<file path="src/hw/rtl/dhrp_pkg.sv">
// ----------------------------------------------------------------------------
// Diff hunk range parser package
// Shared widths, codes, request and result types, and the literal tables
// used by the character parser.
// ----------------------------------------------------------------------------
package dhrp_pkg;

  // Width of a parsed line number; numbers above 2^LineBits - 1 fail the line.
  localparam int unsigned LineBits = 31;
  // Widths of the result fields.
  localparam int unsigned ResBits  = 31;
  localparam int unsigned CntBits  = 32;
  // Width used to compute the new count before it is cut to the result.
  localparam int unsigned CalcBits = (LineBits > CntBits) ? LineBits : CntBits;

  // Character codes.
  localparam logic [7:0] ChAt    = 8'h40;
  localparam logic [7:0] ChMinus = 8'h2d;
  localparam logic [7:0] ChPlus  = 8'h2b;
  localparam logic [7:0] ChSpace = 8'h20;
  localparam logic [7:0] ChComma = 8'h2c;
  localparam logic [7:0] ChZero  = 8'h30;
  localparam logic [7:0] ChNine  = 8'h39;
  localparam logic [7:0] ChLowA  = 8'h61;
  localparam logic [7:0] ChLowC  = 8'h63;
  localparam logic [7:0] ChLowD  = 8'h64;

  // Header formats selected by the configuration register.
  localparam logic FmtUnified = 1'b0;
  localparam logic FmtNormal  = 1'b1;

  // Parse phases.
  typedef enum logic [3:0] {
    PH_FIRST       = 4'd0,
    PH_U_OLD_START = 4'd1,
    PH_U_OLD_COUNT = 4'd2,
    PH_U_LIT_PLUS  = 4'd3,
    PH_U_NEW_START = 4'd4,
    PH_U_NEW_COUNT = 4'd5,
    PH_U_LIT_END   = 4'd6,
    PH_U_DONE      = 4'd7,
    PH_N_OLD_END   = 4'd8,
    PH_N_NEW_START = 4'd9,
    PH_N_NEW_END   = 4'd10
  } phase_e;

  // Normal-diff command letters.
  typedef enum logic [1:0] {
    CMD_NONE   = 2'd0,
    CMD_ADD    = 2'd1,
    CMD_CHANGE = 2'd2,
    CMD_DELETE = 2'd3
  } cmd_e;

  // Fixed literals of the unified header.
  typedef enum logic [1:0] {
    LIT_OPEN,
    LIT_PLUS,
    LIT_CLOSE
  } lit_e;

  // One input request.
  typedef struct packed {
    logic [7:0] char_code;
    logic       end_of_line;
  } item_t;

  // One result.
  typedef struct packed {
    logic                      valid_res;
    logic [ResBits-1:0]        old_start;
    logic [ResBits-1:0]        old_count;
    logic [ResBits-1:0]        new_start;
    logic signed [CntBits-1:0] new_count;
  } result_t;

  // Expected character at a position of a literal.
  function automatic logic [7:0] lit_char(lit_e sel, logic [1:0] pos);
    logic [7:0] ch;
    ch = ChSpace;
    case (sel)
      LIT_OPEN: begin
        case (pos)
          2'd0:    ch = ChAt;
          2'd1:    ch = ChAt;
          2'd2:    ch = ChSpace;
          default: ch = ChMinus;
        endcase
      end
      LIT_PLUS: begin
        ch = (pos == 2'd0) ? ChSpace : ChPlus;
      end
      default: begin
        ch = (pos == 2'd0) ? ChSpace : ChAt;
      end
    endcase
    return ch;
  endfunction

  // Length of a literal.
  function automatic logic [2:0] lit_len(lit_e sel);
    logic [2:0] len;
    case (sel)
      LIT_OPEN: len = 3'd4;
      LIT_PLUS: len = 3'd2;
      default:  len = 3'd3;
    endcase
    return len;
  endfunction

  // Cuts a line number to the width of a result field.
  function automatic logic [ResBits-1:0] to_res(logic [LineBits-1:0] v);
    logic [CalcBits-1:0] w;
    w = CalcBits'(v);
    return w[ResBits-1:0];
  endfunction

endpackage

</file>
<file path="src/hw/rtl/dhrp_in_reg.sv">
// ----------------------------------------------------------------------------
// Diff hunk range parser input register
// Holds one request for the parser. It takes a new request in the same
// cycle in which the held one moves on.
// ----------------------------------------------------------------------------
module dhrp_in_reg (
  input  logic           clk_i,
  input  logic           rst_ni,
  input  logic           in_valid_i,
  output logic           in_stall_o,
  input  dhrp_pkg::item_t in_item_i,
  output logic           item_valid_o,
  output dhrp_pkg::item_t item_o,
  input  logic           item_take_i
);

  logic            valid_q, valid_d;
  dhrp_pkg::item_t item_q;
  logic            load;

  // The register is free when empty or when its request is taken now.
  assign in_stall_o = valid_q && !item_take_i;
  assign load       = in_valid_i && !in_stall_o;

  always_comb begin
    valid_d = valid_q;
    if (load) begin
      valid_d = 1'b1;
    end else if (item_take_i) begin
      valid_d = 1'b0;
    end
  end

  // Control state.
  always_ff @(posedge clk_i or negedge rst_ni) begin
    if (!rst_ni) begin
      valid_q <= 1'b0;
    end else begin
      valid_q <= valid_d;
    end
  end

  // Payload.
  always_ff @(posedge clk_i) begin
    if (load) begin
      item_q <= in_item_i;
    end
  end

  assign item_valid_o = valid_q;
  assign item_o       = item_q;

endmodule

</file>
<file path="src/hw/rtl/dhrp_parser.sv">
// ----------------------------------------------------------------------------
// Diff hunk range parser step
// Holds the line state and advances it by one character per cycle. On the
// end-of-line request it forms the result and clears the line state.
// ----------------------------------------------------------------------------
module dhrp_parser (
  input  logic              clk_i,
  input  logic              rst_ni,
  input  logic              cfg_we_i,
  input  logic              cfg_wdata_i,
  input  logic              item_valid_i,
  input  dhrp_pkg::item_t   item_i,
  output logic              item_take_o,
  input  logic              res_ready_i,
  output logic              res_push_o,
  output dhrp_pkg::result_t res_o
);

  localparam int unsigned LB = dhrp_pkg::LineBits;
  localparam int unsigned CB = dhrp_pkg::CalcBits;

  logic                fmt_q, fmt_d;
  dhrp_pkg::phase_e    phase_q, phase_d;
  logic [1:0]          pos_q, pos_d;
  logic [LB-1:0]       acc_q, acc_d;
  logic                seen_q, seen_d;
  logic [LB-1:0]       v1_q, v1_d;
  logic [LB-1:0]       v2_q, v2_d;
  logic [LB-1:0]       v3_q, v3_d;
  logic [LB-1:0]       v4_q, v4_d;
  logic [1:0]          comma_q, comma_d;
  dhrp_pkg::cmd_e      cmd_q, cmd_d;
  logic                failed_q, failed_d;

  logic [7:0]          ch;
  logic                digit_hit;
  logic [LB+3:0]       prod;
  logic                ovf;
  dhrp_pkg::lit_e      lit_sel;
  dhrp_pkg::phase_e    lit_next;
  logic [2:0]          lit_len;
  logic                lit_ok;
  logic                lit_last;
  logic                clear_line;
  logic                is_cmd;
  dhrp_pkg::cmd_e      cmd_code;

  logic                ok;
  logic [LB-1:0]       end_v;
  logic [LB-1:0]       ns_v;
  logic [CB-1:0]       nc_full;
  logic [dhrp_pkg::ResBits-1:0] oc_v;

  // A character moves on every cycle; an end of line needs room for the result.
  assign item_take_o = item_valid_i && (!item_i.end_of_line || res_ready_i);
  assign res_push_o  = item_take_o && item_i.end_of_line;
  assign clear_line  = cfg_we_i || res_push_o;

  // Decimal digit accumulate: acc * 10 + digit, with overflow out of LB bits.
  assign ch        = item_i.char_code;
  assign digit_hit = (ch >= dhrp_pkg::ChZero) && (ch <= dhrp_pkg::ChNine);
  assign prod      = ((LB+4)'(acc_q) << 3) + ((LB+4)'(acc_q) << 1) + (LB+4)'(ch[3:0]);
  assign ovf       = |prod[LB+3:LB];

  // Literal matcher for the literal that belongs to the current phase.
  always_comb begin
    case (phase_q)
      dhrp_pkg::PH_FIRST: begin
        lit_sel  = dhrp_pkg::LIT_OPEN;
        lit_next = dhrp_pkg::PH_U_OLD_START;
      end
      dhrp_pkg::PH_U_OLD_START, dhrp_pkg::PH_U_OLD_COUNT, dhrp_pkg::PH_U_LIT_PLUS: begin
        lit_sel  = dhrp_pkg::LIT_PLUS;
        lit_next = dhrp_pkg::PH_U_NEW_START;
      end
      default: begin
        lit_sel  = dhrp_pkg::LIT_CLOSE;
        lit_next = dhrp_pkg::PH_U_DONE;
      end
    endcase
  end

  assign lit_len  = dhrp_pkg::lit_len(lit_sel);
  assign lit_ok   = ({1'b0, pos_q} < lit_len) && (ch == dhrp_pkg::lit_char(lit_sel, pos_q));
  assign lit_last = (({1'b0, pos_q} + 3'd1) == lit_len);

  // Command letter decode.
  always_comb begin
    is_cmd   = 1'b1;
    cmd_code = dhrp_pkg::CMD_NONE;
    case (ch)
      dhrp_pkg::ChLowA: cmd_code = dhrp_pkg::CMD_ADD;
      dhrp_pkg::ChLowC: cmd_code = dhrp_pkg::CMD_CHANGE;
      dhrp_pkg::ChLowD: cmd_code = dhrp_pkg::CMD_DELETE;
      default:          is_cmd   = 1'b0;
    endcase
  end

  // Next line state for one character.
  always_comb begin
    fmt_d    = fmt_q;
    phase_d  = phase_q;
    pos_d    = pos_q;
    acc_d    = acc_q;
    seen_d   = seen_q;
    v1_d     = v1_q;
    v2_d     = v2_q;
    v3_d     = v3_q;
    v4_d     = v4_q;
    comma_d  = comma_q;
    cmd_d    = cmd_q;
    failed_d = failed_q;

    if (clear_line) begin
      if (cfg_we_i) begin
        fmt_d = cfg_wdata_i;
      end
      phase_d  = dhrp_pkg::PH_FIRST;
      pos_d    = '0;
      acc_d    = '0;
      seen_d   = 1'b0;
      v1_d     = '0;
      v2_d     = '0;
      v3_d     = '0;
      v4_d     = '0;
      comma_d  = '0;
      cmd_d    = dhrp_pkg::CMD_NONE;
      failed_d = 1'b0;
    end else if (item_take_o && !failed_q) begin
      if (digit_hit && phase_q != dhrp_pkg::PH_U_DONE && phase_q != dhrp_pkg::PH_U_LIT_PLUS &&
          phase_q != dhrp_pkg::PH_U_LIT_END &&
          !(phase_q == dhrp_pkg::PH_FIRST && fmt_q == dhrp_pkg::FmtUnified)) begin
        // A digit extends the number being read.
        if (ovf) begin
          failed_d = 1'b1;
        end else begin
          acc_d = prod[LB-1:0];
        end
        seen_d = 1'b1;
      end else begin
        case (phase_q)
          dhrp_pkg::PH_FIRST: begin
            if (fmt_q == dhrp_pkg::FmtUnified) begin
              if (lit_ok) begin
                if (lit_last) begin
                  pos_d   = '0;
                  phase_d = lit_next;
                end else begin
                  pos_d = pos_q + 2'd1;
                end
              end else begin
                failed_d = 1'b1;
              end
            end else if (!seen_q) begin
              failed_d = 1'b1;
            end else begin
              v1_d   = acc_q;
              acc_d  = '0;
              seen_d = 1'b0;
              if (ch == dhrp_pkg::ChComma) begin
                comma_d[0] = 1'b1;
                phase_d    = dhrp_pkg::PH_N_OLD_END;
              end else if (is_cmd) begin
                cmd_d   = cmd_code;
                phase_d = dhrp_pkg::PH_N_NEW_START;
              end else begin
                failed_d = 1'b1;
              end
            end
          end
          dhrp_pkg::PH_U_OLD_START, dhrp_pkg::PH_U_OLD_COUNT,
          dhrp_pkg::PH_U_NEW_START, dhrp_pkg::PH_U_NEW_COUNT: begin
            // Close the number, then either a comma or the following literal.
            if (!seen_q) begin
              failed_d = 1'b1;
            end else begin
              acc_d  = '0;
              seen_d = 1'b0;
              case (phase_q)
                dhrp_pkg::PH_U_OLD_START: v1_d = acc_q;
                dhrp_pkg::PH_U_OLD_COUNT: v2_d = acc_q;
                dhrp_pkg::PH_U_NEW_START: v3_d = acc_q;
                default:                  v4_d = acc_q;
              endcase
              if (ch == dhrp_pkg::ChComma && phase_q == dhrp_pkg::PH_U_OLD_START) begin
                comma_d[0] = 1'b1;
                phase_d    = dhrp_pkg::PH_U_OLD_COUNT;
              end else if (ch == dhrp_pkg::ChComma &&
                           phase_q == dhrp_pkg::PH_U_NEW_START) begin
                comma_d[1] = 1'b1;
                phase_d    = dhrp_pkg::PH_U_NEW_COUNT;
              end else if (lit_ok) begin
                if (lit_last) begin
                  pos_d   = '0;
                  phase_d = lit_next;
                end else begin
                  pos_d   = pos_q + 2'd1;
                  phase_d = (lit_sel == dhrp_pkg::LIT_PLUS) ? dhrp_pkg::PH_U_LIT_PLUS
                                                            : dhrp_pkg::PH_U_LIT_END;
                end
              end else begin
                failed_d = 1'b1;
              end
            end
          end
          dhrp_pkg::PH_U_LIT_PLUS, dhrp_pkg::PH_U_LIT_END: begin
            if (lit_ok) begin
              if (lit_last) begin
                pos_d   = '0;
                phase_d = lit_next;
              end else begin
                pos_d = pos_q + 2'd1;
              end
            end else begin
              failed_d = 1'b1;
            end
          end
          dhrp_pkg::PH_U_DONE: begin
            // Trailing text after the closing literal is ignored.
          end
          dhrp_pkg::PH_N_OLD_END: begin
            if (!seen_q || !is_cmd) begin
              failed_d = 1'b1;
            end else begin
              v2_d    = acc_q;
              acc_d   = '0;
              seen_d  = 1'b0;
              cmd_d   = cmd_code;
              phase_d = dhrp_pkg::PH_N_NEW_START;
            end
          end
          dhrp_pkg::PH_N_NEW_START: begin
            // Only a change command may carry a comma on both sides.
            if (!seen_q || ch != dhrp_pkg::ChComma ||
                (comma_q[0] && cmd_q != dhrp_pkg::CMD_CHANGE)) begin
              failed_d = 1'b1;
            end else begin
              v3_d       = acc_q;
              acc_d      = '0;
              seen_d     = 1'b0;
              comma_d[1] = 1'b1;
              phase_d    = dhrp_pkg::PH_N_NEW_END;
            end
          end
          default: begin
            failed_d = 1'b1;
          end
        endcase
      end
    end
  end

  // Result at the end of the line.
  always_comb begin
    ok      = 1'b0;
    ns_v    = v3_q;
    end_v   = acc_q;
    nc_full = '0;
    oc_v    = '0;
    res_o   = '0;
    if (!failed_q) begin
      if (phase_q == dhrp_pkg::PH_U_DONE) begin
        ok = 1'b1;
      end else if (phase_q == dhrp_pkg::PH_N_NEW_START ||
                   phase_q == dhrp_pkg::PH_N_NEW_END) begin
        ok = seen_q;
      end
    end
    if (phase_q == dhrp_pkg::PH_N_NEW_START) begin
      ns_v = acc_q;
    end
    nc_full = CB'(end_v) - CB'(ns_v) + CB'(1) -
              ((cmd_q == dhrp_pkg::CMD_DELETE) ? CB'(1) : CB'(0));
    if (comma_q[0]) begin
      oc_v = dhrp_pkg::to_res(v2_q);
    end else if (cmd_q == dhrp_pkg::CMD_ADD) begin
      oc_v = '0;
    end else begin
      oc_v = dhrp_pkg::ResBits'(1);
    end

    if (ok) begin
      res_o.valid_res = 1'b1;
      res_o.old_start = dhrp_pkg::to_res(v1_q);
      if (phase_q == dhrp_pkg::PH_U_DONE) begin
        res_o.old_count = comma_q[0] ? dhrp_pkg::to_res(v2_q) : dhrp_pkg::ResBits'(1);
        res_o.new_start = dhrp_pkg::to_res(v3_q);
        res_o.new_count = comma_q[1] ? dhrp_pkg::CntBits'(dhrp_pkg::to_res(v4_q))
                                     : dhrp_pkg::CntBits'(1);
      end else begin
        res_o.old_count = oc_v;
        res_o.new_start = dhrp_pkg::to_res(ns_v);
        res_o.new_count = nc_full[dhrp_pkg::CntBits-1:0];
      end
    end
  end

  // Line state and format register.
  always_ff @(posedge clk_i or negedge rst_ni) begin
    if (!rst_ni) begin
      fmt_q    <= dhrp_pkg::FmtUnified;
      phase_q  <= dhrp_pkg::PH_FIRST;
      pos_q    <= '0;
      acc_q    <= '0;
      seen_q   <= 1'b0;
      v1_q     <= '0;
      v2_q     <= '0;
      v3_q     <= '0;
      v4_q     <= '0;
      comma_q  <= '0;
      cmd_q    <= dhrp_pkg::CMD_NONE;
      failed_q <= 1'b0;
    end else begin
      fmt_q    <= fmt_d;
      phase_q  <= phase_d;
      pos_q    <= pos_d;
      acc_q    <= acc_d;
      seen_q   <= seen_d;
      v1_q     <= v1_d;
      v2_q     <= v2_d;
      v3_q     <= v3_d;
      v4_q     <= v4_d;
      comma_q  <= comma_d;
      cmd_q    <= cmd_d;
      failed_q <= failed_d;
    end
  end

endmodule

</file>
<file path="src/hw/rtl/dhrp_out_reg.sv">
// ----------------------------------------------------------------------------
// Diff hunk range parser output register
// Holds one result until the consumer takes it, and can load the next
// result in the cycle the held one leaves.
// ----------------------------------------------------------------------------
module dhrp_out_reg (
  input  logic              clk_i,
  input  logic              rst_ni,
  input  logic              res_push_i,
  input  dhrp_pkg::result_t res_i,
  output logic              res_ready_o,
  output logic              out_valid_o,
  input  logic              out_stall_i,
  output dhrp_pkg::result_t res_o
);

  logic              valid_q, valid_d;
  dhrp_pkg::result_t res_q;

  // Room when empty or when the held result is taken now.
  assign res_ready_o = !valid_q || !out_stall_i;

  always_comb begin
    valid_d = valid_q;
    if (res_push_i) begin
      valid_d = 1'b1;
    end else if (valid_q && !out_stall_i) begin
      valid_d = 1'b0;
    end
  end

  // Control state.
  always_ff @(posedge clk_i or negedge rst_ni) begin
    if (!rst_ni) begin
      valid_q <= 1'b0;
    end else begin
      valid_q <= valid_d;
    end
  end

  // Payload.
  always_ff @(posedge clk_i) begin
    if (res_push_i) begin
      res_q <= res_i;
    end
  end

  assign out_valid_o = valid_q;
  assign res_o       = res_q;

endmodule

</file>
<file path="src/hw/rtl/diff_hunk_range_parser_core.sv">
// ----------------------------------------------------------------------------
// Diff hunk range parser
// Parses one diff hunk header line, one character per request, into the
// old and new line ranges.
// ----------------------------------------------------------------------------
// Each request carries one character of a header line or an end-of-line
// marker; only the end-of-line request produces a result. The block takes
// one request per cycle unless an end-of-line request waits for the result
// register, bounded by the single per-character state update (a times-ten
// accumulate and a phase step) between the input register and the line
// state. A result waits in the result register from when its end-of-line
// request leaves the input register until taken, while characters keep
// flowing in. Writing the format register discards the line in progress.
module diff_hunk_range_parser_core (
  input  logic                                clk_i,
  input  logic                                rst_ni,
  input  logic                                cfg_we_i,
  input  logic                                cfg_wdata_i,
  input  logic                                in_valid_i,
  output logic                                in_stall_o,
  input  logic [7:0]                          char_code_i,
  input  logic                                end_of_line_i,
  output logic                                out_valid_o,
  input  logic                                out_stall_i,
  output logic                                valid_res_o,
  output logic [dhrp_pkg::ResBits-1:0]        old_start_o,
  output logic [dhrp_pkg::ResBits-1:0]        old_count_o,
  output logic [dhrp_pkg::ResBits-1:0]        new_start_o,
  output logic signed [dhrp_pkg::CntBits-1:0] new_count_o
);

  dhrp_pkg::item_t   in_item;
  dhrp_pkg::item_t   item;
  logic              item_valid;
  logic              item_take;
  logic              res_ready;
  logic              res_push;
  dhrp_pkg::result_t res_next;
  dhrp_pkg::result_t res_out;

  assign in_item.char_code   = char_code_i;
  assign in_item.end_of_line = end_of_line_i;

  // Input register.
  dhrp_in_reg u_in_reg (
    .clk_i        (clk_i),
    .rst_ni       (rst_ni),
    .in_valid_i   (in_valid_i),
    .in_stall_o   (in_stall_o),
    .in_item_i    (in_item),
    .item_valid_o (item_valid),
    .item_o       (item),
    .item_take_i  (item_take)
  );

  // Character parser and line state.
  dhrp_parser u_parser (
    .clk_i        (clk_i),
    .rst_ni       (rst_ni),
    .cfg_we_i     (cfg_we_i),
    .cfg_wdata_i  (cfg_wdata_i),
    .item_valid_i (item_valid),
    .item_i       (item),
    .item_take_o  (item_take),
    .res_ready_i  (res_ready),
    .res_push_o   (res_push),
    .res_o        (res_next)
  );

  // Result register.
  dhrp_out_reg u_out_reg (
    .clk_i       (clk_i),
    .rst_ni      (rst_ni),
    .res_push_i  (res_push),
    .res_i       (res_next),
    .res_ready_o (res_ready),
    .out_valid_o (out_valid_o),
    .out_stall_i (out_stall_i),
    .res_o       (res_out)
  );

  assign valid_res_o = res_out.valid_res;
  assign old_start_o = res_out.old_start;
  assign old_count_o = res_out.old_count;
  assign new_start_o = res_out.new_start;
  assign new_count_o = res_out.new_count;

endmodule

</file>
<file path="config.mk">
export PLATFORM = sky130hd
export DESIGN_NAME = diff_hunk_range_parser_core
export DESIGN_NICKNAME = d
export VERILOG_FILES = /design/src/hw/rtl/dhrp_pkg.sv /design/src/hw/rtl/dhrp_in_reg.sv /design/src/hw/rtl/dhrp_parser.sv /design/src/hw/rtl/dhrp_out_reg.sv /design/src/hw/rtl/diff_hunk_range_parser_core.sv
export SDC_FILE = /design/constraint.sdc
export NUM_CORES = 1
export LEC_CHECK = 0
export BUFFER_PORTS_ARGS = -buffer_cell sky130_fd_sc_hd__buf_2
export CORE_ASPECT_RATIO = 1.4
export CORE_UTILIZATION = 39
export CTS_CLUSTER_SIZE = 30
export DETAILED_ROUTE_END_ITERATION = 7
export PLACE_DENSITY = 0.63
export SLEW_MARGIN = 10
export SYNTH_ARGS = -nofsm -noshare
export SYNTH_HDL_FRONTEND = slang
export SYNTH_SLANG_ARGS = --single-unit
</file>
<file path="constraint.sdc">
create_clock -name clk_i -period 11.3 [get_ports clk_i]
set_input_delay 0.565 -clock clk_i [delete_from_list [all_inputs] [get_ports clk_i]]
set_output_delay 0.565 -clock clk_i [all_outputs]
set_load 0.02 [all_outputs]
</file>
==> results of run 1 <==
[cells in the final DEF, fill, tap and decap left out, drive strengths merged, types with 4 or more instances in the layout]
cell type | Yosys | routed
a211oi | 13 | 13
a21boi | 4 | 4
a21o | 24 | 24
a21oi | 106 | 106
a22o | 35 | 35
a311o | 4 | 4
a31oi | 11 | 11
a41oi | 5 | 5
and2 | 66 | 66
and3 | 42 | 42
buf | 27 | 158
clkbuf | 71 | 44
clkinv | 1 | 11
dfrtp | 170 | 170
edfxtp | 135 | 135
fa | 4 | 4
ha | 157 | 157
inv | 147 | 148
mux2i | 5 | 5
nand2 | 270 | 270
nand2b | 4 | 4
nand3 | 58 | 58
nand3b | 4 | 4
nand4 | 14 | 14
nor2 | 70 | 70
nor2b | 15 | 15
nor3 | 17 | 17
nor3b | 5 | 5
nor4b | 4 | 4
o211ai | 8 | 8
o21a | 14 | 14
o21ai | 195 | 195
o21bai | 6 | 6
o31a | 4 | 4
o31ai | 6 | 6
or2 | 4 | 4
or3 | 7 | 7
xnor2 | 27 | 27
xor2 | 26 | 26
[worst max-delay path, stage by stage, from the launching register on]
cell and delay [ns]:
dfrtp_1 0.74, clkinv_1 0.47, nor4_4 0.23, buf_4 0.53, nand2_1 0.09, o21ai_0 0.12
ha_1 0.19, inv_1 0.05, fa_1 0.50, ha_1 0.17, inv_1 0.05, fa_1 0.37
nor2b_1 0.16, o21ai_1 0.10, a21boi_0 0.27, o21ai_0 0.15, a21oi_1 0.35, a21oi_1 0.16
a21boi_1 0.26, o21a_1 0.15, o21ai_0 0.07, a32o_1 0.26
[sequential cells by signal (all words and copies together) (netlist names)]
signal                 cells
u_in_reg.item_o            9
u_parser.v3_q             31
u_parser.seen_q            1
u_out_reg.out_valid_o      1
u_parser.v1_q             31
u_parser.phase_q           4
u_in_reg.item_valid_o      1
u_parser.v2_q             31
u_parser.cmd_q             2
u_parser.comma_q           2
u_parser.pos_q             2
u_parser.v4_q             31
u_parser.fmt_q             1
u_out_reg.res_o          126
u_parser.acc_q            31
u_parser.failed_q          1
[cell type report]
type | count | area share, %
inverters | 148 | 2.804
well taps | 564 | 3.562
clock inverters | 13 | 0.6443
repair buffers | 159 | 4.276
flip-flops and latches | 305 | 41.94
multi-input cells | 1279 | 42.41
clock buffers | 44 | 4.365
[logic make-up (layout without fill, tap and decap cells)]
group,count (synthesis),in the layout,share of synthesized area (%)
AO/OA/AOI/OAI,468,468,16.55
XOR/XNOR,53,53,2.662
adder cells (fa/ha/maj),162,162,11.60
buffers and inverters,246,364,5.925
flip-flops,305,305,46.89
multiplexers,6,6,0.3461
AND/OR/NAND/NOR,590,590,16.03
[power breakdown]
part	total (uW)	switching (uW)	internal (uW)
Clock	1020	441	577
Combinational	485	361	124
Sequential	1230	38.9	1190
Total	2730	841	1890
[timing repair]
action / 4_1_cts / 5_1_grt
hold buffers: 1 / 0
endpoints found under the setup margin: 0 / 0
endpoints found under the hold margin: 10 / 0
gates resized for setup: 0 / 0
[final timing paths]
path,from,cells after the start,slack (ns),end
max,u_parser.phase_q[3],21,5.59,u_out_reg.res_o[23]
min,end_of_line_i,1,0.15,u_in_reg.item_o[0]
max reg2reg,u_parser.phase_q[3],21,5.59,u_out_reg.res_o[23]
min reg2reg,u_parser.v1_q[4],2,0.48,u_parser.v1_q[4]
max in group asynchronous,rst_ni,3,9.46,u_parser.v3_q[29]
min in group asynchronous,rst_ni,2,0.54,u_parser.v4_q[15]
[through the flow]
| step | utilization, % | setup slack, ns | std cells |
|---|---|---|---|
| 2_1_floorplan | - | 2.310 | 1830 |
| 3_3_place_gp | 41.89 | 5.821 | 2454 |
| 3_5_place_dp | 41.89 | 5.637 | 2454 |
| 4_1_cts | 44.12 | 5.613 | 2512 |
| 5_1_grt | 44.12 | 5.094 | 2512 |
| 6_report | 44.12 | 5.589 | 2512 |
[metal layers]
metal | track usage (%) | share of wire, %
met5 | 0 | 0
met4 | 10.54 | 4.9
met3 | 2.213 | 4.1
met2 | 37.43 | 51
met1 | 23.76 | 40
==> results.json, run 1 <==
{
  "synth-edff-count": 135,
  "crit_type": "flip-flop to flip-flop",
  "final_antenna_net_count": 0,
  "grt_setup_unrepaired": "no",
  "synthTopCellsByArea": "dfrtp_1, edfxtp_1, ha_1",
  "gr-total-overflow": 0,
  "via_per_inst": 5.436,
  "crit_fanout": 64,
  "via_count": 13650,
  "design.portCount": 143,
  "fin_crit_ns": 5.711,
  "rows": 92,
  "place.gp.congestion": 0.8920,
  "peakVddDrop_v": 0.0001304,
  "synth_top_area_share_pct": 24.01,
  "crit_path_start_kind": "flip-flop",
  "start_util_pct": 39.46,
  "layout-drive-gt1-share_pct": 12.53,
  "grt_pass1_wl_mm": 74.62,
  "ys_top_cells_by_count": "nand2_1, o21ai_0, dfrtp_1",
  "drtIter0Drc": 895,
  "post-route-period-util_pct": 50.54,
  "endpoint_kind": "flip-flop",
  "wl_mm": 47.13,
  "core-area_mm2": 0.04489,
  "crit_arrival_ns": 6.04,
  "synth_most_common_cell": "nand2_1",
  "crit_required_ns": 11.63,
  "dominantRegCellSynth": "dfrtp_1",
  "p_leak_uw": 0.008738,
  "grt_use_total_pct": 20.53,
  "fmax_ghz": 0.1751,
  "syn_area_per_cell_um2": 9.681,
  "dp_hpwl_mm": 33.26,
  "dieArea_mm2": 0.04630,
  "postCtsSetupBuffers": 0,
  "area_delta_synth_final_pct": 11.81,
  "fin_hold_ws_ns": 0.1542,
  "cts_tree": "built",
  "placed_area_mm2": 0.01881,
  "synth_area_mm2": 0.01772,
  "routedWlPerCell_um": 18.76,
  "setup_viol": 0,
  "die_x_um": 182.1,
  "ys_types": 93,
  "synthesis.nets": 2006,
  "drv_cap": 0,
  "multi_input_area_mm2": 0.008401,
  "first_pass_iters": 7,
  "yosysWarnings": 0,
  "cts-buffers-inserted": 31,
  "postSynthCellCount": 1830,
  "hold_class": "input port to flip-flop",
  "port_buffers": 142,
  "tightest_slew_ns": 1.114,
  "seq_area_frac_synth_pct": 46.89,
  "grt_max_degree": 94,
  "fin_area_mm2": 0.01981,
  "cts-root-buf": "clkbuf_16",
  "antenna_cells": 0,
  "setup-tns-final_ns": 0,
  "max_slew_margin_pct": 25.74,
  "outcome": "complete, but fails checks",
  "hold_viol_final": 0,
  "nFillCells": 4339,
  "p_per_area_mw_per_mm2": 138.0,
  "seqCellArea_mm2": 0.008308,
  "clkLatencyLatePin_ns": 0.59,
  "clock_path_buffers": 3,
  "total_power_uw": 2734,
  "htree_levels": 1,
  "fin_nets": 2100,
  "ys_ff_latch": 305,
  "synth_top_cell_by_area": "dfrtp_1",
  "slew_violations": 0,
  "violations": "design-rule violations",
  "die_h_um": 254.2,
  "drc": 1,
  "clk_pin_slew_worst_paths_ns": 0.07,
  "worst_clock_skew_ns": 0.02032,
  "cts.sinks": 305,
  "antenna_found_initial": 0,
  "grt_pass1_vias": 13720,
  "async_reset_ff_share_pct": 55.74
}
(Power assumes the default switching activity.)
==> run 2, diff against run 1 <==
clock period = 5.62 ns   (was 11.3 ns; I/O delays follow)
==> run 2 against run 1 <==
Against the previous run: sequential power increased by 98%; the flow now finishes without violations; die area unchanged; clock skew decreased by 0.010 ns; critical path depth decreased by 1; core utilization increased by 0.39 points; sequential share of layout area decreased by 0.36 points; setup slack got worse by 4.9 ns; fmax increased by 15%; largest power group unchanged; clock power increased by 95%; count of clock-buffer cells in the layout decreased by 5.
==> results.json, run 2 (synthesized netlist as in run 1, its figures left out) <==
{
  "outcome": "finished clean",
  "crit_required_ns": 5.94,
  "antenna_found_initial": 1,
  "dp_hpwl_mm": 33.14,
  "cp-startpoint": "u_parser.phase_q[0]",
  "core-area_mm2": 0.04489,
  "p_per_area_mw_per_mm2": 274.2,
  "place_ws_ns": 0.7383,
  "max_slew_margin_pct": 23.74,
  "tightest_slew_ns": 1.144,
  "endpoint_kind": "flip-flop",
  "fin_ws_ns": 0.6492,
  "via_per_inst": 5.400,
  "start_util_pct": 39.46,
  "grt_pass1_wl_mm": 75.03,
  "slew_violations": 0,
  "design.portCount": 143,
  "hold_viol_final": 0,
  "grt_use_total_pct": 20.55,
  "setup_viol": 0,
  "port_buffers": 142,
  "clock_path_buffers": 3,
  "htree_levels": 1,
  "wl_mm": 47.09,
  "clkLatencyLatePin_ns": 0.58,
  "die_h_um": 254.2,
  "r2r_slack_ns": 0.65,
  "area_delta_synth_final_pct": 12.79,
  "r2r_start": "u_parser.phase_q[0]",
  "drc": 0,
  "hold_class": "input port to flip-flop",
  "routedWlPerCell_um": 18.59,
  "via_count": 13680,
  "final_antenna_net_count": 0,
  "fin_crit_ns": 4.971,
  "layout_common_cells": "nand2_1, o21ai_0, dfrtp_1",
  "rows": 92,
  "r2r_cells": 20,
  "fin_nets": 2121,
  "layout-drive-gt1-share_pct": 12.85,
  "r2r_end": "u_out_reg.res_o[29]",
  "post-route-period-util_pct": 88.45,
  "grt_setup_unrepaired": "no",
  "antenna_cells": 0,
  "gr-total-overflow": 0,
  "setup-tns-final_ns": 0,
  "place.gp.congestion": 0.9163,
  "crit_path_start_kind": "flip-flop",
  "layoutNonFillerInstCount": 2533,
  "worstHoldPathCells": 4,
  "cts-buffers-inserted": 30,
  "dp_cells": 2463,
  "clk_pin_slew_worst_paths_ns": 0.06,
  "largest_reg_flops": 126,
  "drv_cap": 0,
  "peakVddDrop_v": 0.0002762,
  "holdCritStartpoint": "cfg_we_i",
  "fmax_ghz": 0.2012,
  "min_delay_worst_endpoint": "u_parser.phase_q[0]",
  "p_leak_uw": 0.008813,
  "crit_arrival_ns": 5.29,
  "crit_fanout": 10,
  "dieArea_mm2": 0.04630,
  "final_common_cell": "nand2_1",
  "cts.sinks": 305,
  "die_x_um": 182.1,
  "cts_tree": "built",
  "grt_pass1_vias": 13700,
  "cts_resized": 0,
  "cts-root-buf": "clkbuf_16",
  "first_pass_iters": 6,
  "drtIter0Drc": 935,
  "worst_clock_skew_ns": 0.009928,
  "grt_max_degree": 129,
  "crit_type": "flip-flop to flip-flop"
}
## run 2: changes by cell type in the layout (fill, tap and decap cells not counted), sizes merged
cell         before  now
buf             158  167
bufinv            2    1
clkbuf           44   39
clkinv           11   12
clkinvlp          0    4
dlygate4sd3       1   14
## run 2: what timing repair did
action,4_1_cts,5_1_grt
endpoints found under the hold margin,78,0
hold buffers,14,0
buffers inserted,0,0
## run 2: cell type report
cell class,count,area (um2)
clock buffers,39,825.8
well taps,564,705.7
multi-input cells,1279,8406
fillers,4294,24910
repair buffers,181,1057
clock inverters,17,125.1
inverters,148,555.5
flip-flops and latches,305,8308
## run 2: per-layer routing
| metal | track usage, % | share of wire (%) | vias to the layer above |
|---|---|---|---|
| met4 | 7.587 | 3.1 | 0 |
| met3 | 2.256 | 4.4 | 74 |
| li1 | - | - | 6671 |
| met1 | 25.41 | 42 | 6590 |
| met2 | 36.85 | 50 | 343 |
| met5 | 0 | 0 | - |
## run 2: worst max-delay path, cell delays in order, from the launching register on
cell and delay (ns):
dfrtp_1 0.34, inv_1 0.15, nor4_4 0.57, nand2_1 0.09, o21ai_0 0.13, ha_1 0.19, inv_1 0.05, fa_1 0.51
ha_1 0.17, inv_1 0.06, fa_1 0.38, nor2b_1 0.17, o21ai_1 0.09, a21boi_0 0.26, o21ai_0 0.17, a21oi_1 0.39
a31o_2 0.29, a311o_1 0.30, a31oi_1 0.14, mux2i_1 0.17, nand3_1 0.08
## run 2: per-stage QoR
stage / total power (uW) / instance area, um2 / hold WS [ns] / utilization [%]
final: 5480 / 19980 / 0.2379 / 44.51
after global routing: 5707 / 19980 / 0.2562 / 44.51
after CTS: 5528 / 19980 / 0.1976 / 44.51
after detailed placement: 3533 / 18890 / 0.3516 / 42.08
after global placement: 3529 / 18890 / 0.3441 / 42.08
after floorplan: 3207 / 17730 / -0.01459 / -
## run 2: worst max-delay path by stage
stage,to
finish,u_out_reg.res_o[29]
global route,u_out_reg.res_o[30]
floorplan,u_out_reg.res_o[23]
detailed placement,u_out_reg.res_o[30]
global placement,u_out_reg.res_o[29]
CTS,u_out_reg.res_o[30]
## run 2: power by group
group / switching, uW / total, uW / internal (uW)
clock network: 902 / 1990 / 1080
logic: 778 / 1060 / 280
registers: 39.0 / 2440 / 2400
==> run 3, diff against run 2 <==
CELL_PAD_IN_SITES_DETAIL_PLACEMENT = 1   (was not set)
CELL_PAD_IN_SITES_GLOBAL_PLACEMENT = 2   (was not set)
PLACE_DENSITY = 0.88   (was 0.63)
==> run 3 against run 2 <==
Against the previous run: via count grew 1.7%; critical path depth shrank 2; fmax shrank 0.87%; combinational power is essentially flat; clock skew grew 0.0033 ns; clock power grew 20%; core utilization grew 0.49 points; count of clock-buffer cells in the layout grew 2; setup slack lost 0.044 ns; global-route usage grew 2.0 points; total power grew 7.5%; cell area grew 1.1%.
==> results.json, run 3 (synthesized netlist as in run 1, its figures left out) <==
{
  "crit_arrival_ns": 5.29,
  "first_pass_iters": 4,
  "fin_nets": 2123,
  "wl_mm": 51.15,
  "r2r_slack_ns": 0.61,
  "crit_fanout": 37,
  "post-route-period-util_pct": 89.23,
  "largest_reg_flops": 126,
  "power.share.clock_pct": 40.4,
  "intPower_uw": 4122,
  "die_h_um": 254.2,
  "dieArea_mm2": 0.04630,
  "clk_pin_slew_worst_paths_ns": 0.07,
  "grt_use_total_pct": 22.59,
  "drtIter0Drc": 723,
  "r2r_cells": 18,
  "rows": 92,
  "core-area_mm2": 0.04489,
  "clkLatencyLatePin_ns": 0.53,
  "fin_hold_ws_ns": 0.02554,
  "gr-usage-met1_pct": 26.66,
  "use_met2_pct": 41.87,
  "worstHoldPathCells": 2,
  "dp_hpwl_mm": 36.43,
  "peakVddDrop_v": 0.0002479,
  "met3_usage_pct": 2.513,
  "place.gp.congestion": 0.8905,
  "antenna_cells": 0,
  "placed_area_mm2": 0.01888,
  "cts_tree": "built",
  "nFillCells": 5096,
  "gr-total-overflow": 0,
  "htree_levels": 2,
  "drc": 0,
  "grt-busiest-layer": "met2",
  "final_antenna_net_count": 0,
  "crit_type": "flip-flop to flip-flop",
  "holdCritStartpoint": "cfg_we_i",
  "setup_viol": 0,
  "r2r_start": "u_parser.phase_q[0]",
  "postCtsHoldBufs": 12,
  "cts-root-buf": "clkbuf_16",
  "fmax_ghz": 0.1994,
  "crit_path_start_kind": "flip-flop",
  "cp_slowest_stage_delay_ns": 0.56,
  "clock_path_buffers": 3,
  "via_count": 13920,
  "grt_max_degree": 96,
  "crit_required_ns": 5.89,
  "fin_crit_ns": 5.015,
  "postCtsSetupBuffers": 0,
  "cts-buffers-inserted": 34,
  "setup-tns-final_ns": 0,
  "antenna_found_initial": 0,
  "hold_class": "input port to flip-flop",
  "start_util_pct": 39.46,
  "outcome": "finished clean",
  "switchingPower_uw": 1770,
  "design.portCount": 143,
  "pwr-share-seq_pct": 41.4,
  "die_x_um": 182.1,
  "final_common_cell": "nand2_1",
  "tightest_slew_ns": 1.229,
  "area_delta_synth_final_pct": 14.04,
  "grt_pass1_vias": 14790,
  "min_delay_worst_endpoint": "u_parser.fmt_q",
  "via_per_inst": 5.487,
  "max_slew_margin_pct": 18.06,
  "grt_pass1_wl_mm": 81.61,
  "routedWlPerCell_um": 20.17,
  "worst_clock_skew_ns": 0.01323,
  "cp_slowest_cell": "fa_1",
  "swShare_pct": 30.04,
  "slew_violations": 0,
  "port_buffers": 142,
  "combPwrFrac_pct": 18.3,
  "r2r_end": "u_out_reg.res_o[29]",
  "p_per_area_mw_per_mm2": 291.6,
  "cts_resized": 0,
  "crit_chain": "inv_1 -> nor4_4 -> buf_4 -> a21oi_1 -> fa_1 -> ha_1 -> inv_1 -> fa_1 -> nor2b_1 -> o21ai_1 -> a21boi_0 -> o21ai_0 -> a21oi_1 -> a31o_2 -> a311o_1 -> a31oi_1 -> mux2i_1 -> nand3_1",
  "layout_common_cells": "nand2_1, o21ai_0, dfrtp_1",
  "endpoint_kind": "flip-flop",
  "grt_setup_unrepaired": "no",
  "drv_cap": 0,
  "layout-drive-gt1-share_pct": 13.18,
  "p_leak_uw": 0.008925,
  "fin_area_mm2": 0.02020,
  "cts.sinks": 305,
  "hold_viol_final": 0
}
-- run 3: critical path, delay by kind of cell (launching register included) --
kind	cells	cell delay, ns
AO/OA/AOI/OAI	8	1.93
adder cells (fa/ha/maj)	3	1.09
buffers and inverters	3	0.61
flip-flops	1	0.34
multiplexers	1	0.15
AND/OR/NAND/NOR	3	0.63
-- run 3: cell type report --
class / count / area (um2) / share of cell area, %
clock buffers: 41 / 918.4 / 4.545
clock inverters: 20 / 260.3 / 1.288
inverters: 148 / 555.5 / 2.750
multi-input cells: 1279 / 8412 / 41.63
flip-flops and latches: 305 / 8308 / 41.12
well taps: 564 / 705.7 / 3.493
repair buffers: 179 / 1045 / 5.171
-- run 3: per-layer routing --
layer | wire length, um | vias up | share of wire [%]
li1 | - | 6662 | -
met1 | 21290 | 6926 | 42
met2 | 26630 | 221 | 52
met3 | 1439 | 106 | 2.8
met4 | 1789 | 0 | 3.5
met5 | 0 | - | 0
-- run 3: power by group through the flow --
stage          clock network (uW)  registers, uW  logic [uW]
6_report                     2380           2440        1080
5_1_grt                      2520           2440        1190
4_1_cts                      2440           2440        1090
3_5_place_dp                    0           2480        1080
3_3_place_gp                    0           2480        1050
2_1_floorplan                   0           2530         678
-- run 3: worst max path at each step --
stage / from / to / slack (ns) / depth (start not counted)
6_report: u_parser.phase_q[0] / u_out_reg.res_o[29] / 0.61 / 18
5_1_grt: u_parser.phase_q[0] / u_out_reg.res_o[30] / 0.15 / 19
4_1_cts: u_parser.phase_q[0] / u_out_reg.res_o[29] / 0.62 / 18
3_5_place_dp: u_parser.phase_q[0] / u_out_reg.res_o[29] / 0.61 / 18
3_3_place_gp: u_parser.phase_q[0] / u_out_reg.res_o[29] / 0.74 / 18
2_1_floorplan: u_parser.phase_q[0] / u_out_reg.res_o[23] / 0.88 / 22
-- run 3: through the flow --
stage	std cells	setup WS (ns)	utilization [%]	total power [uW]
2_1_floorplan	1830	0.8769	-	3207
3_3_place_gp	2462	0.7379	42.05	3535
6_report	2536	0.6053	45.01	5891
3_5_place_dp	2462	0.6145	42.05	3561
5_1_grt	2536	0.1483	45.01	6152
4_1_cts	2535	0.6219	44.94	5968
